## config.mk

```make
export PLATFORM = sky130hd
export DESIGN_NAME = apf_ram
export DESIGN_NICKNAME = d
export VERILOG_FILES = /design/src/hdl/apf_ram.sv
export SDC_FILE = /design/constraint.sdc
export NUM_CORES = 1
export LEC_CHECK = 0
export ABC_AREA = 0
export BUFFER_PORTS_ARGS = -buffer_cell sky130_fd_sc_hd__buf_2
export CELL_PAD_IN_SITES_DETAIL_PLACEMENT = 1
export CELL_PAD_IN_SITES_GLOBAL_PLACEMENT = 1
export CORE_MARGIN = 1.5
export CORE_UTILIZATION = 30
export CTS_CLUSTER_SIZE = 10
export DETAILED_ROUTE_END_ITERATION = 16
export GPL_TIMING_DRIVEN = 0
export PLACE_DENSITY = 0.58
export SETUP_SLACK_MARGIN = 0.2
export SYNTH_ARGS = -nofsm -noshare
export SYNTH_HDL_FRONTEND = slang
export SYNTH_SLANG_ARGS = --single-unit
```

## constraint.sdc

```tcl
create_clock -name clk_i -period 7.75 [get_ports clk_i]
set_input_delay 0.3875 -clock clk_i [delete_from_list [all_inputs] [get_ports clk_i]]
set_output_delay 0.3875 -clock clk_i [all_outputs]
set_load 0.005 [all_outputs]
```

## src/hdl/apf_ram.sv

```systemverilog
`timescale 1ns / 1ps
module apf_ram #(
  parameter int Depth = 128,
  parameter int Width = 8
) (
  input  logic                     clk_i,
  input  logic                     we_i,
  input  logic [$clog2(Depth)-1:0] waddr_i,
  input  logic [Width-1:0]         wdata_i,
  input  logic [$clog2(Depth)-1:0] raddr_i,
  output logic [Width-1:0]         rdata_o
);
  logic [Width-1:0] mem [Depth];
  always_ff @(posedge clk_i) begin
    if (we_i) begin
      mem[waddr_i] <= wdata_i;
    end
    rdata_o <= mem[raddr_i];
  end
endmodule

```

## Yosys cells after proc, flatten, opt, wreduce, memory -nomap -nowiden

Memory sizes are Yosys's and may differ from the RTL's. A register that Yosys moved wholly into a read port is not among the register bits.
Cells that the tools add are included.

- Flip-flop bits (word level): 0
- Bits in writable memories: 1024
- Bits of input ports: 24
- Output and inout port bits: 8
- Memories: 1

Memories:

| memory | words | bits a word | rd ports | clocked after memory_dff | write ports | line | RTL |
|---|---|---|---|---|---|---|---|
| mem | 128 | 8 | 1 | 1 | 1 | 13 | `logic [Width-1:0] mem [Depth];` |

- Mux-type cells: 2

Operators by type and width:

| cell | count |
|---|---|
| 1-bit 2-to-1 mux | 2 |

## Logic depth before layout (Yosys ltp)

- Depth after elaboration: 2
- Mapped depth: 7
- Gate-level depth less buffers: 4

## Worst setup path before layout

No wires, ideal clock.

- Path type: in2reg
- From: input raddr_i[0]
- To: register rdata_o[0] (read register of mem)
- Library setup time: 121 ps
- Arrival time: 2771 ps
- Required time: 7629 ps
- Setup slack: 4858 ps
- Stages: 6
- Path buffers: 2
- Cells stage by stage: clkbuf_1 buf_1 mux4_2 mux4_2 mux4_2 mux2_2

RTL lines:

| element | line | RTL |
|---|---|---|
| start, declared | 10 | `input logic [$clog2(Depth)-1:0] raddr_i,` |
| end, declared | 11 | `output logic [Width-1:0] rdata_o` |

==> metrics.txt <==
power share of the clock group 41.4%; Simple-Gate Fraction of Synth Area under 10%; mux cell area share after synthesis 19.30%; clock buffers created by TritonCTS 116; synth unique cells 17; final hold violations 0; most area-hungry cell type in the Yosys netlist sky130_fd_sc_hd__edfxtp_1; post-layout min period between 3 and 4 ns; clock edge transition at the registers on the reported setup and hold paths ~0.060 ns; critical-path cell list clkbuf_1 > buf_1 > mux4_2 > mux4_2 > mux4_2 > mux2_2; core footprint between 100,000 and 150,000 µm²; last weighted congestion value of the routability-driven placer roughly 0.78; post-synthesis sequential element count between 1,000 and 1,500; cell repeated most along the worst path sky130_fd_sc_hd__mux4_2; width of the die 366.6 µm; Top Family by Delay on Critical Path multiplexers; result of the run complete, no violations; share of cells above drive strength 1 between 20% and 30%; TritonCTS clock tree done; data required time at the worst endpoint 8.30 ns; post-synthesis sequential area ratio between 70 and 80%; routed wire length slightly above 100,000 µm; leakage power of the design about 0.014 µW; detailed-route via count between 15,000 and 20,000; starting density of the core between 30% and 40%; standard cell with the maximum stage delay on the critical path sky130_fd_sc_hd__clkbuf_1; Yosys top cell area share 77.52%; final worst clock skew ~0.022 ns; Post-Syn Area per Cell 24.26 µm²; half-perimeter wire length after placement between 60,000 and 70,000 µm; part of the cycle the worst path needs between 40% and 50%; final worst slack 4.222 ns; CTS H-tree lvls 3; RSZ-0062 raised after global routing no; dominant combinational cell family by area after synthesis multiplexers; switching power share of the total about a fifth; data arrival time of the critical path just over 4 ns; Reg power frac a little over half; antenna violations before repair 11; Switching Power approximately 2400 µW; ports placed on the boundary 32; Highest Clock Rate about 280 MHz; delay contributed by the slowest stage of the critical path approximately 0.9 ns; number of pins exceeding their max-slew limit in the final report 0; fraction of the mapped netlist area in adder cells 0%; post-CTS setup buffer count 0; Setup crit end kind register; cell count after synthesis about 1,600; aggregate global-route resource usage around 15%; worst setup path category input pin to register; Tightest Hold Check Type input pin to register; xor and xnor area share after synthesis 0%; TritonCTS Sinks about 1,000; area of the die 134,400 µm²; residual antenna-violating net count after detailed routing 0; Mapped Nets 1,659; leftover overflow at the end of global routing 0; hold-fix buffers at CTS 0; relative slew slack about 8.5%; setup_tns 0 ns; type of origin of the critical path input pin; Routed WL per cell 28.81 µm; post-cts gate resize count 0; Netlist Area Pre-Place 39,670 µm²; DRC errors left 0; post-synthesis compound-gate area fraction 0%; maximum number of pins on one net before global-route repair a little under 90; max-cap violation count 0; worst-skew pair later-pin latency roughly 0.69 ns; CTS Root Buffer Type sky130_fd_sc_hd__clkbuf_16; Layout area overhead 14.54%; worst-margin pin slew 1.372 ns; nets@finish around 1,800; cells taking the most area after synthesis sky130_fd_sc_hd__edfxtp_1 78%, sky130_fd_sc_hd__mux4_2 19%, sky130_fd_sc_hd__nor2_1 1.2%, sky130_fd_sc_hd__clkbuf_1 0.42%, sky130_fd_sc_hd__dfxtp_1 0.40%; yosys warns 0; final setup violation count 0; number of optimization iterations in the first detailed-route pass 5; design internal power about 9200 µW; number of global-route vias before repair approximately 19,000; total power density per cell area around 260 nW/µm²; highest-count cells in the layout ignoring fill and taps 1,024 x sky130_fd_sc_hd__edfxtp_1, 336 x sky130_fd_sc_hd__mux4_2, 122 x sky130_fd_sc_hd__nor2_1; violation count after the first detailed-route iteration roughly 1,700; CTS Buffer Depth 3; post-placement setup slack 3.601 ns; count of buffer and inverter cells on the critical path 2; combinational power share under 10%; global-route wire length before repair 146,200 µm; die boundary height roughly 370 µm; Peak VDD IR 0.0001852 V; I/O Buffers 20; most frequent standard cell in the layout excluding fill and tap cells sky130_fd_sc_hd__edfxtp_1; routed vias/inst between 4 and 5; top fanout value on the critical path 10; site row count 133
-- path summary, 6_finish.rpt --
path | from | slack (ns) | depth (start not counted) | end
worst min-delay path | wdata_i[7] | 0.22 | 1 | mem[42][7]$_DFFE_PP_
worst min register to register | mem[77][6]$_DFFE_PP_ | 1.26 | 4 | rdata_o[6]$_DFF_P_
worst max-delay path | raddr_i[2] | 4.22 | 6 | rdata_o[2]$_DFF_P_
worst max register to register | mem[119][1]$_DFFE_PP_ | 5.20 | 4 | rdata_o[1]$_DFF_P_
-- power by group through the flow --
| stage | Clock, µW | Combinational, µW | Sequential, µW |
|---|---|---|---|
| 6_report | 4800 | 623 | 6170 |
| 3_3_place_gp | 0 | 603 | 6300 |
| 4_1_cts | 4920 | 634 | 6170 |
| 2_1_floorplan | 0 | 312 | 6290 |
| 3_5_place_dp | 0 | 633 | 6290 |
| 5_1_grt | 5080 | 651 | 6170 |
-- logic make-up (layout without fill, tap and decap cells) --
| logic type | count (synthesis) | in the layout |
|---|---|---|
| and+or+nand+nor | 170 | 170 |
| muxes | 344 | 344 |
| DFF | 1032 | 1032 |
| buffers and inverters | 89 | 282 |
| other | 0 | 3 |
-- flip-flops by register name, summed over array words and instances (netlist names) --
register  cells
mem        1024
rdata_o       8
-- synthesized netlist by cell type --
cell type	instances
sky130_fd_sc_hd__buf_1	18
sky130_fd_sc_hd__mux2_2	8
sky130_fd_sc_hd__buf_6	1
sky130_fd_sc_hd__buf_4	11
sky130_fd_sc_hd__buf_2	15
sky130_fd_sc_hd__nor2_1	122
sky130_fd_sc_hd__or3_1	1
sky130_fd_sc_hd__mux4_2	336
sky130_fd_sc_hd__clkbuf_1	44
sky130_fd_sc_hd__nor2b_1	7
sky130_fd_sc_hd__edfxtp_1	1024
sky130_fd_sc_hd__dfxtp_1	8
sky130_fd_sc_hd__nand2b_1	2
sky130_fd_sc_hd__nand2_1	14
sky130_fd_sc_hd__nand4_1	3
sky130_fd_sc_hd__nand3_1	12
sky130_fd_sc_hd__nor3_1	9
-- metal layers --
metal	GRT usage, %	wire length [µm]	up-vias
li1	-	-	7290
met1	20.87	44160	9905
met2	25.19	51460	521
met3	2.622	5300	135
met4	4.389	2252	16
met5	0	131	-
-- area by class of cell --
class / count / area, µm²
diodes: 3 / 7.507
plain buffers: 89 / 407.9
clock buffers: 154 / 3108
clock inverters: 11 / 86.33
fillers: 12680 / 85860
multi-input cells: 514 / 8384
flip-flops and latches: 1032 / 30910
well taps: 1755 / 2196
repair buffers: 28 / 332.8
-- metrics by stage --
stage               power, µW  hold slack [ns]  instance area [µm²]  utilization [%]  instances
CTS                     11720           0.1934                45410            34.59       3583
global route            11910           0.2182                45430            34.60       3585
finish                  11600           0.2234                45430            34.60       3586
global placement         6901           0.7823                41960            31.96       3410
floorplan                6600           0.4864                39670                -       1635
detailed placement       6922           0.7684                42220            32.15       3418
No activity file was read; power rests on OpenSTA's default activity.
